**config.mk**
```make
export PLATFORM = sky130hd
export DESIGN_NAME = serial_time_set_parser_flat
export DESIGN_NICKNAME = d
export VERILOG_FILES = /design/src/design/stsp_pkg.sv /design/src/design/stsp_if.sv /design/src/design/stsp_in_stage.sv /design/src/design/stsp_parse_core.sv /design/src/design/stsp_out_stage.sv /design/src/design/serial_time_set_parser.sv /design/src/flat_wrapper.sv
export SDC_FILE = /design/constraint.sdc
export NUM_CORES = 1
export LEC_CHECK = 0
export BUFFER_PORTS_ARGS = -buffer_cell sky130_fd_sc_hd__buf_4
export CAP_MARGIN = 30
export CORE_ASPECT_RATIO = 0.7
export CORE_MARGIN = 2
export CORE_UTILIZATION = 60
export DETAILED_ROUTE_END_ITERATION = 12
export MAX_ROUTING_LAYER = met4
export PLACE_DENSITY = 0.85
export SETUP_SLACK_MARGIN = 0.15
export SLEW_MARGIN = 30
export SYNTH_ARGS = -nofsm -noshare
export SYNTH_HDL_FRONTEND = slang
export SYNTH_SLANG_ARGS = --single-unit
```
**constraint.sdc**
```tcl
create_clock -name clk -period 5.8 [get_ports clk]
set_input_delay 0.87 -clock clk [delete_from_list [all_inputs] [get_ports clk]]
set_output_delay 0.87 -clock clk [all_outputs]
set_load 0.005 [all_outputs]
```
**src/design/stsp_pkg.sv**
```systemverilog
// Types, codes and helpers for the serial time-set parser.
`default_nettype none

package stsp_pkg;

  localparam int CharW = 8;

  localparam logic [CharW-1:0] CHAR_START = 8'h54;  // 'T'
  localparam logic [CharW-1:0] CHAR_SEP   = 8'h3A;  // ':'
  localparam logic [CharW-1:0] CHAR_ZERO  = 8'h30;  // '0'
  localparam logic [CharW-1:0] CHAR_NINE  = 8'h39;  // '9'

  localparam logic [6:0] HOURS_MAX  = 7'd23;
  localparam logic [6:0] MINSEC_MAX = 7'd59;

  // Parse positions through one frame
  typedef enum logic [3:0] {
    POS_START = 4'd0,
    POS_H10   = 4'd1,
    POS_H1    = 4'd2,
    POS_SEP1  = 4'd3,
    POS_M10   = 4'd4,
    POS_M1    = 4'd5,
    POS_SEP2  = 4'd6,
    POS_S10   = 4'd7,
    POS_S1    = 4'd8,
    POS_TRAIL = 4'd9
  } pos_t;

  // Result status codes
  typedef enum logic [1:0] {
    ST_BUSY = 2'd0,
    ST_SET  = 2'd1,
    ST_ERR  = 2'd2
  } status_t;

  typedef struct packed {
    status_t    status;
    logic [5:0] hours_bcd;
    logic [6:0] minutes_bcd;
    logic [6:0] seconds_bcd;
  } result_t;

  // Convert a value of 0..79 to two BCD digits (tens in [6:4], units in [3:0])
  function automatic logic [6:0] to_bcd(input logic [6:0] v);
    logic [2:0] tens;
    logic [6:0] rem;
    begin
      if (v >= 7'd70) tens = 3'd7;
      else if (v >= 7'd60) tens = 3'd6;
      else if (v >= 7'd50) tens = 3'd5;
      else if (v >= 7'd40) tens = 3'd4;
      else if (v >= 7'd30) tens = 3'd3;
      else if (v >= 7'd20) tens = 3'd2;
      else if (v >= 7'd10) tens = 3'd1;
      else tens = 3'd0;
      rem = v - ({4'd0, tens} * 7'd10);
      to_bcd = {tens, rem[3:0]};
    end
  endfunction

endpackage

`default_nettype wire

```
**src/design/stsp_if.sv**
```systemverilog
// Handshake channels for received characters and parsed time words.
`default_nettype none

interface stsp_char_if;
  logic       valid;
  logic       ready;
  logic [7:0] char_in;

  modport source (output valid, output char_in, input ready);
  modport sink (input valid, input char_in, output ready);
endinterface

interface stsp_time_if;
  logic       valid;
  logic       ready;
  logic [1:0] status;
  logic [5:0] hours_bcd;
  logic [6:0] minutes_bcd;
  logic [6:0] seconds_bcd;

  modport source (output valid, output status, output hours_bcd, output minutes_bcd,
                  output seconds_bcd, input ready);
  modport sink (input valid, input status, input hours_bcd, input minutes_bcd,
                input seconds_bcd, output ready);
endinterface

`default_nettype wire

```
**src/design/stsp_in_stage.sv**
```systemverilog
// Input register: captures one received character word.
`default_nettype none

module stsp_in_stage
  import stsp_pkg::*;
(
  input  wire logic             clk,
  input  wire logic             rst,
  input  wire logic             in_valid,
  input  wire logic [CharW-1:0] in_char,
  output logic                  in_ready,
  input  wire logic             advance,
  output logic                  valid,
  output logic [CharW-1:0]      char_q
);

  // Take a new word when empty or when the held word moves on
  assign in_ready = !valid || advance;

  // Track occupancy
  always_ff @(posedge clk) begin
    if (rst) begin
      valid <= 1'b0;
    end else if (in_ready) begin
      valid <= in_valid;
    end
  end

  // Hold the character
  always_ff @(posedge clk) begin
    if (in_ready && in_valid) begin
      char_q <= in_char;
    end
  end

endmodule

`default_nettype wire

```
**src/design/stsp_parse_core.sv**
```systemverilog
// Parser state and the per-character update and result logic.
`default_nettype none

module stsp_parse_core
  import stsp_pkg::*;
(
  input  wire logic             clk,
  input  wire logic             rst,
  input  wire logic             advance,
  input  wire logic [CharW-1:0] char_q,
  output result_t               result
);

  pos_t       pos, pos_next;
  logic [6:0] hours_acc, hours_acc_next;
  logic [6:0] minutes_acc, minutes_acc_next;
  logic [6:0] seconds_acc, seconds_acc_next;

  logic             is_digit;
  logic [CharW-1:0] char_off;
  logic [3:0]       digit;
  logic [6:0]       digit_x10;
  logic [6:0]       digit_ext;
  logic [6:0]       sec_sum;
  logic [6:0]       hours_fin, minutes_fin, seconds_fin;
  logic [6:0]       hours_bcd_w;
  logic             err;

  // Decode the digit
  assign is_digit  = (char_q >= CHAR_ZERO) && (char_q <= CHAR_NINE);
  assign char_off  = char_q - CHAR_ZERO;
  assign digit     = is_digit ? char_off[3:0] : 4'd0;
  assign digit_ext = {3'd0, digit};
  assign digit_x10 = (digit_ext << 3) + (digit_ext << 1);

  // Finish the fields on the last seconds digit
  assign sec_sum     = seconds_acc + digit_ext;
  assign hours_fin   = (hours_acc > HOURS_MAX) ? 7'd0 : hours_acc;
  assign minutes_fin = (minutes_acc > MINSEC_MAX) ? 7'd0 : minutes_acc;
  assign seconds_fin = (sec_sum > MINSEC_MAX) ? 7'd0 : sec_sum;
  assign hours_bcd_w = to_bcd(hours_fin);

  // Next state and result for the held character
  always_comb begin
    hours_acc_next   = hours_acc;
    minutes_acc_next = minutes_acc;
    seconds_acc_next = seconds_acc;
    result           = '{status: ST_BUSY, hours_bcd: 6'd0, minutes_bcd: 7'd0,
                         seconds_bcd: 7'd0};
    err              = 1'b0;
    unique case (pos)
      POS_START: err = (char_q != CHAR_START);
      POS_SEP1, POS_SEP2: err = (char_q != CHAR_SEP);
      POS_H10: begin
        err = !is_digit;
        if (is_digit) hours_acc_next = digit_x10;
      end
      POS_H1: begin
        err = !is_digit;
        if (is_digit) hours_acc_next = hours_acc + digit_ext;
      end
      POS_M10: begin
        err = !is_digit;
        if (is_digit) minutes_acc_next = digit_x10;
      end
      POS_M1: begin
        err = !is_digit;
        if (is_digit) minutes_acc_next = minutes_acc + digit_ext;
      end
      POS_S10: begin
        err = !is_digit;
        if (is_digit) seconds_acc_next = digit_x10;
      end
      POS_S1: begin
        err = !is_digit;
        if (is_digit) begin
          hours_acc_next     = hours_fin;
          minutes_acc_next   = minutes_fin;
          seconds_acc_next   = seconds_fin;
          result.status      = ST_SET;
          result.hours_bcd   = hours_bcd_w[5:0];
          result.minutes_bcd = to_bcd(minutes_fin);
          result.seconds_bcd = to_bcd(seconds_fin);
        end
      end
      default: err = 1'b1;
    endcase
    if (err) begin
      result.status = ST_ERR;
      pos_next      = POS_START;
    end else begin
      pos_next = pos_t'(pos + 4'd1);
    end
  end

  // Advance the parse position
  always_ff @(posedge clk) begin
    if (rst) begin
      pos <= POS_START;
    end else if (advance) begin
      pos <= pos_next;
    end
  end

  // Update the field accumulators
  always_ff @(posedge clk) begin
    if (rst) begin
      hours_acc   <= 7'd0;
      minutes_acc <= 7'd0;
      seconds_acc <= 7'd0;
    end else if (advance) begin
      hours_acc   <= hours_acc_next;
      minutes_acc <= minutes_acc_next;
      seconds_acc <= seconds_acc_next;
    end
  end

endmodule

`default_nettype wire

```
**src/design/stsp_out_stage.sv**
```systemverilog
// Result register: holds one time word until the receiver takes it.
`default_nettype none

module stsp_out_stage
  import stsp_pkg::*;
(
  input  wire logic    clk,
  input  wire logic    rst,
  input  wire logic    load,
  input  wire result_t result,
  output logic         free,
  output logic         out_valid,
  input  wire logic    out_ready,
  output result_t      out_word
);

  // Free when empty or when the held word leaves this cycle
  assign free = !out_valid || out_ready;

  // Track occupancy
  always_ff @(posedge clk) begin
    if (rst) begin
      out_valid <= 1'b0;
    end else if (load) begin
      out_valid <= 1'b1;
    end else if (out_ready) begin
      out_valid <= 1'b0;
    end
  end

  // Hold the result
  always_ff @(posedge clk) begin
    if (load) begin
      out_word <= result;
    end
  end

endmodule

`default_nettype wire

```
**src/design/serial_time_set_parser.sv**
```systemverilog
// Time-set frame parser for a serial character stream, top level.
//
// char_port carries one received ASCII character per word; time_port carries
// one result word per character: status (0 in progress, 1 time set,
// 2 format error) and hours, minutes and seconds in BCD, which are nonzero
// only with status 1. Frames have the form T HH:MM:SS; the character after
// a complete frame is consumed and reported as a format error.
// A character is taken into an input register, parsed from there and its
// result loaded into the output register, where it is offered to the receiver.
// One character per cycle is sustained while time_port.ready stays high:
// the parse state updates in the same cycle the result is loaded.
// Reset (synchronous, rst high) empties both registers, returns the parser
// to the start symbol and clears the field accumulators.
// When the receiver holds time_port.ready low the output register keeps its
// word, the input register fills, and char_port.ready drops after that;
// nothing is lost or repeated.
`default_nettype none

module serial_time_set_parser
  import stsp_pkg::*;
(
  input  wire logic     clk,
  input  wire logic     rst,
  stsp_char_if.sink     char_port,
  stsp_time_if.source   time_port
);

  logic             held_valid;
  logic [CharW-1:0] held_char;
  logic             out_free;
  logic             advance;
  result_t          result;
  result_t          out_word;

  // Move the held character on when the result register can take it
  assign advance = held_valid && out_free;

  stsp_in_stage u_in (
    .clk      (clk),
    .rst      (rst),
    .in_valid (char_port.valid),
    .in_char  (char_port.char_in),
    .in_ready (char_port.ready),
    .advance  (advance),
    .valid    (held_valid),
    .char_q   (held_char)
  );

  stsp_parse_core u_core (
    .clk     (clk),
    .rst     (rst),
    .advance (advance),
    .char_q  (held_char),
    .result  (result)
  );

  stsp_out_stage u_out (
    .clk       (clk),
    .rst       (rst),
    .load      (advance),
    .result    (result),
    .free      (out_free),
    .out_valid (time_port.valid),
    .out_ready (time_port.ready),
    .out_word  (out_word)
  );

  // Drive the result fields
  assign time_port.status      = out_word.status;
  assign time_port.hours_bcd   = out_word.hours_bcd;
  assign time_port.minutes_bcd = out_word.minutes_bcd;
  assign time_port.seconds_bcd = out_word.seconds_bcd;

endmodule

`default_nettype wire

```
**src/flat_wrapper.sv**
```systemverilog
// flat-port wrapper written by rule: the top's interface ports become plain ports
module serial_time_set_parser_flat import stsp_pkg::*;
  (clk, rst, char_port_valid, char_port_char_in, char_port_ready, time_port_valid, time_port_status, time_port_hours_bcd, time_port_minutes_bcd, time_port_seconds_bcd, time_port_ready);
  stsp_char_if char_port_i ();
  stsp_time_if time_port_i ();
  input  wire logic clk;
  input  wire logic rst;
  input wire logic [$bits(char_port_i.valid)-1:0] char_port_valid;
  input wire logic [$bits(char_port_i.char_in)-1:0] char_port_char_in;
  output wire logic [$bits(char_port_i.ready)-1:0] char_port_ready;
  output wire logic [$bits(time_port_i.valid)-1:0] time_port_valid;
  output wire logic [$bits(time_port_i.status)-1:0] time_port_status;
  output wire logic [$bits(time_port_i.hours_bcd)-1:0] time_port_hours_bcd;
  output wire logic [$bits(time_port_i.minutes_bcd)-1:0] time_port_minutes_bcd;
  output wire logic [$bits(time_port_i.seconds_bcd)-1:0] time_port_seconds_bcd;
  input wire logic [$bits(time_port_i.ready)-1:0] time_port_ready;
  assign char_port_i.valid = char_port_valid;
  assign char_port_i.char_in = char_port_char_in;
  assign char_port_ready = char_port_i.ready;
  assign time_port_valid = time_port_i.valid;
  assign time_port_status = time_port_i.status;
  assign time_port_hours_bcd = time_port_i.hours_bcd;
  assign time_port_minutes_bcd = time_port_i.minutes_bcd;
  assign time_port_seconds_bcd = time_port_i.seconds_bcd;
  assign time_port_i.ready = time_port_ready;
  serial_time_set_parser u_core (.clk(clk), .rst(rst), .char_port(char_port_i), .time_port(time_port_i));
endmodule
```
==> reports/metrics.cfg <==
[power_and_ir_drop]
switchingPower_w = 0.000195
p_clk_share_pct = 40.4
power.density_mw_per_mm2 = 186
seqPwrFrac_pct = 54.9
vdd_drop_max_uv = 157
p_leak_nw = 1.73
swShare_pct = 24.4
combPwrFrac_pct = 4.8
intPower_w = 0.000604

[global_routing]
gr-total-overflow = 0
antenna_found_initial = 0
grt_use_total_pct = 25.6
grt_pass1_vias = 2924
grt_max_degree = 28
grt_pass1_wl_mm = 13.7

[timing]
rsz0062_at_grt = false
period_minus_slack_ps = 4400
tns_ps = 0
timing.final.ws_setup_ps = 1400
finalHoldViolations = 0
slew_headroom_pct = 42.1
worst_pin_slew_ps = 863
min_period_over_period_pct = 75.9
fmax_mhz = 227
final_max_slew_viol_count = 0
skew_ps = 8.82
finalSetupViolCount = 0
holdWs_ps = 475

[route]
vias_per_cell = 5.96
firstDrtPassIters = 4
wl_met1_mm = 3.74
top_layer_used = met4
ant_nets = 0
dr_wl_met2_mm = 3.60
post-route-drc-count = 0
wl_per_cell_um = 15.4
vias = 3161
drt-initial-drc-count = 188
drt-total-wl_mm = 8.14
met3WireLength_um = 702

[die]
fp.dieW_um = 99.5
num_io_pins = 36
die_height_um = 70.8
rows = 24
fp.dieArea_mm2 = 0.00705
coreArea_mm2 = 0.00619
start_util_pct = 61.9

[placement]
port_buffers = 35
dp_worst_setup_slack_ps = 1410
placed_area_mm2 = 0.00410
hpwl_mm = 6.00
gp_congestion = 0.924

[clock_tree]
cts_setup_buffers = 0
htreeDepth = 3
cts_max_path_buffers = 2
insertion_delay_ps = 350
hold_buffers = 0
clk_pin_slew_worst_paths_ps = 70
cts_resized = 0
numCtsBuffers = 9
root_buffer = clkbuf_8
cts_tree = yes
clkSinkCount = 57

[synthesis]
synthCells = 420
synth-seq-cells = 57
synth-main-ff-cell = edfxtp_1
synthArstFlopShare_pct = 0
syn_nets = 460
synth_edf_count = 30
ys_warn_count = 0
ys_types = 76
synth_area_per_cell_um2 = 9.12
yosysSeqAreaShare_pct = 37.6
netlist_area_mm2 = 0.00383

[worst_setup_path]
critPathArrivalTime_ps = 4500
critical_path_class = reg -> reg
critPathLaunchType = flip-flop
crit_path_end_kind = flip-flop
crit_required_ps = 5890
cp_max_fo = 9

[final_layout]
fin_nets = 487
final_cell_mix = nand2_1 (57), nor2_1 (47), buf_4 (36)
area_delta_synth_final_pct = 12.1
fillers = 477
drive_above_1_share_pct = 16.4
design_area_mm2 = 0.00429
final_common_cell = nand2_1
fin_util_pct = 69.4
diodes = 0

[hold_path]
hp-class = reg -> reg

[outcome]
status = completed

[run]
cap_violations = 0

metal layers:
metal  global-route usage, %  vias up
met5                       -        -
met4                    7.31        0
met3                    7.71       10
met2                    38.6      121
met1                    33.8     1445
li1                        -     1585
sequential cells by signal, summed over array words and instances, names as in the netlist:
signal	cells
u_core.u_core.seconds_acc	7
u_core.u_out.out_valid	1
u_core.u_in.char_q	8
u_core.u_in.valid	1
u_core.u_out.out_word	22
u_core.u_core.hours_acc	7
u_core.u_core.minutes_acc	7
u_core.u_core.pos	4
power by group through the flow:
stage / sequential (W) / clock [W] / combinational (W)
after floorplan: 0.000447 / 0 / 0.0000173
after global placement: 0.000447 / 0 / 0.0000358
after detailed placement: 0.000448 / 0 / 0.0000365
after CTS: 0.000439 / 0.000331 / 0.0000365
after global routing: 0.000439 / 0.000349 / 0.0000413
final: 0.000439 / 0.000323 / 0.0000380
synth_stat cells (8+ instances only):
cell,instances,share of area [%]
dfxtp_1,27,14
nand2_1,57,5.6
a21oi_1,30,3.9
a21o_1,10,2.0
nand3_1,11,1.4
clkbuf_1,11,1.1
ha_1,21,6.9
nand2b_1,8,1.3
nor2_1,47,4.6
o21ai_0,13,1.7
edfxtp_1,30,24
and3_1,8,1.3
inv_1,9,0.88
and2_1,9,1.5
final cells by class:
class / instances / area (um2) / share of cell area, %
Clock inverter: 7 / 47.5 / 1.11
Timing Repair Buffer: 37 / 285 / 6.65
Inverter: 9 / 33.8 / 0.787
Tap cell: 78 / 97.6 / 2.27
Sequential cell: 57 / 1440 / 33.6
Multi-Input combinational cell: 333 / 2260 / 52.7
Clock buffer: 9 / 124 / 2.89
path summary, 6_finish.rpt:
| kind | startpoint | to | slack, ps | cells after the start |
|---|---|---|---|---|
| worst max-delay path | u_core.u_in.char_q[6]$_DFFE_PP_ | u_core.u_out.out_word[3]$_SDFFCE_PN0P_ | 1400 | 14 |
| worst min-delay path | u_core.u_core.hours_acc[0]$_SDFFE_PP0P_ | u_core.u_core.hours_acc[0]$_SDFFE_PP0P_ | 470 | 2 |
| worst max register to register | u_core.u_in.char_q[6]$_DFFE_PP_ | u_core.u_out.out_word[3]$_SDFFCE_PN0P_ | 1400 | 14 |
| worst min register to register | u_core.u_core.hours_acc[0]$_SDFFE_PP0P_ | u_core.u_core.hours_acc[0]$_SDFFE_PP0P_ | 470 | 2 |
critical path, stage by stage (launching register included):
cell and delay, ps:
edfxtp_1 410, and4bb_2 380, and3b_1 470, ha_1 330, a211o_2 400, and3_1 250
o2111ai_1 220, o211ai_1 140, o211ai_2 250, inv_1 70, ha_1 190, fa_1 370
or3_1 400, a21oi_1 200, nor3b_2 60
kinds of logic (layout without fill, tap and decap cells):
family / after synthesis / after routing / synth area share [%]
multiplexers: 4 / 4 / 1.08
buffers and inverters: 30 / 62 / 3.50
flip-flops: 57 / 57 / 37.6
AND/OR/NAND/NOR: 178 / 178 / 23.3
AO/OA/AOI/OAI: 109 / 109 / 20.5
XOR/XNOR: 14 / 14 / 3.40
adder cells (fa/ha/maj): 28 / 28 / 10.5
metrics by stage:
step                std cells  power [W]
finish                    530   0.000800
global route              530   0.000830
detailed placement        513   0.000484
CTS                       529   0.000806
floorplan                 420   0.000464
global placement          513   0.000483
Note: power is estimated with default switching activity, not from simulation.
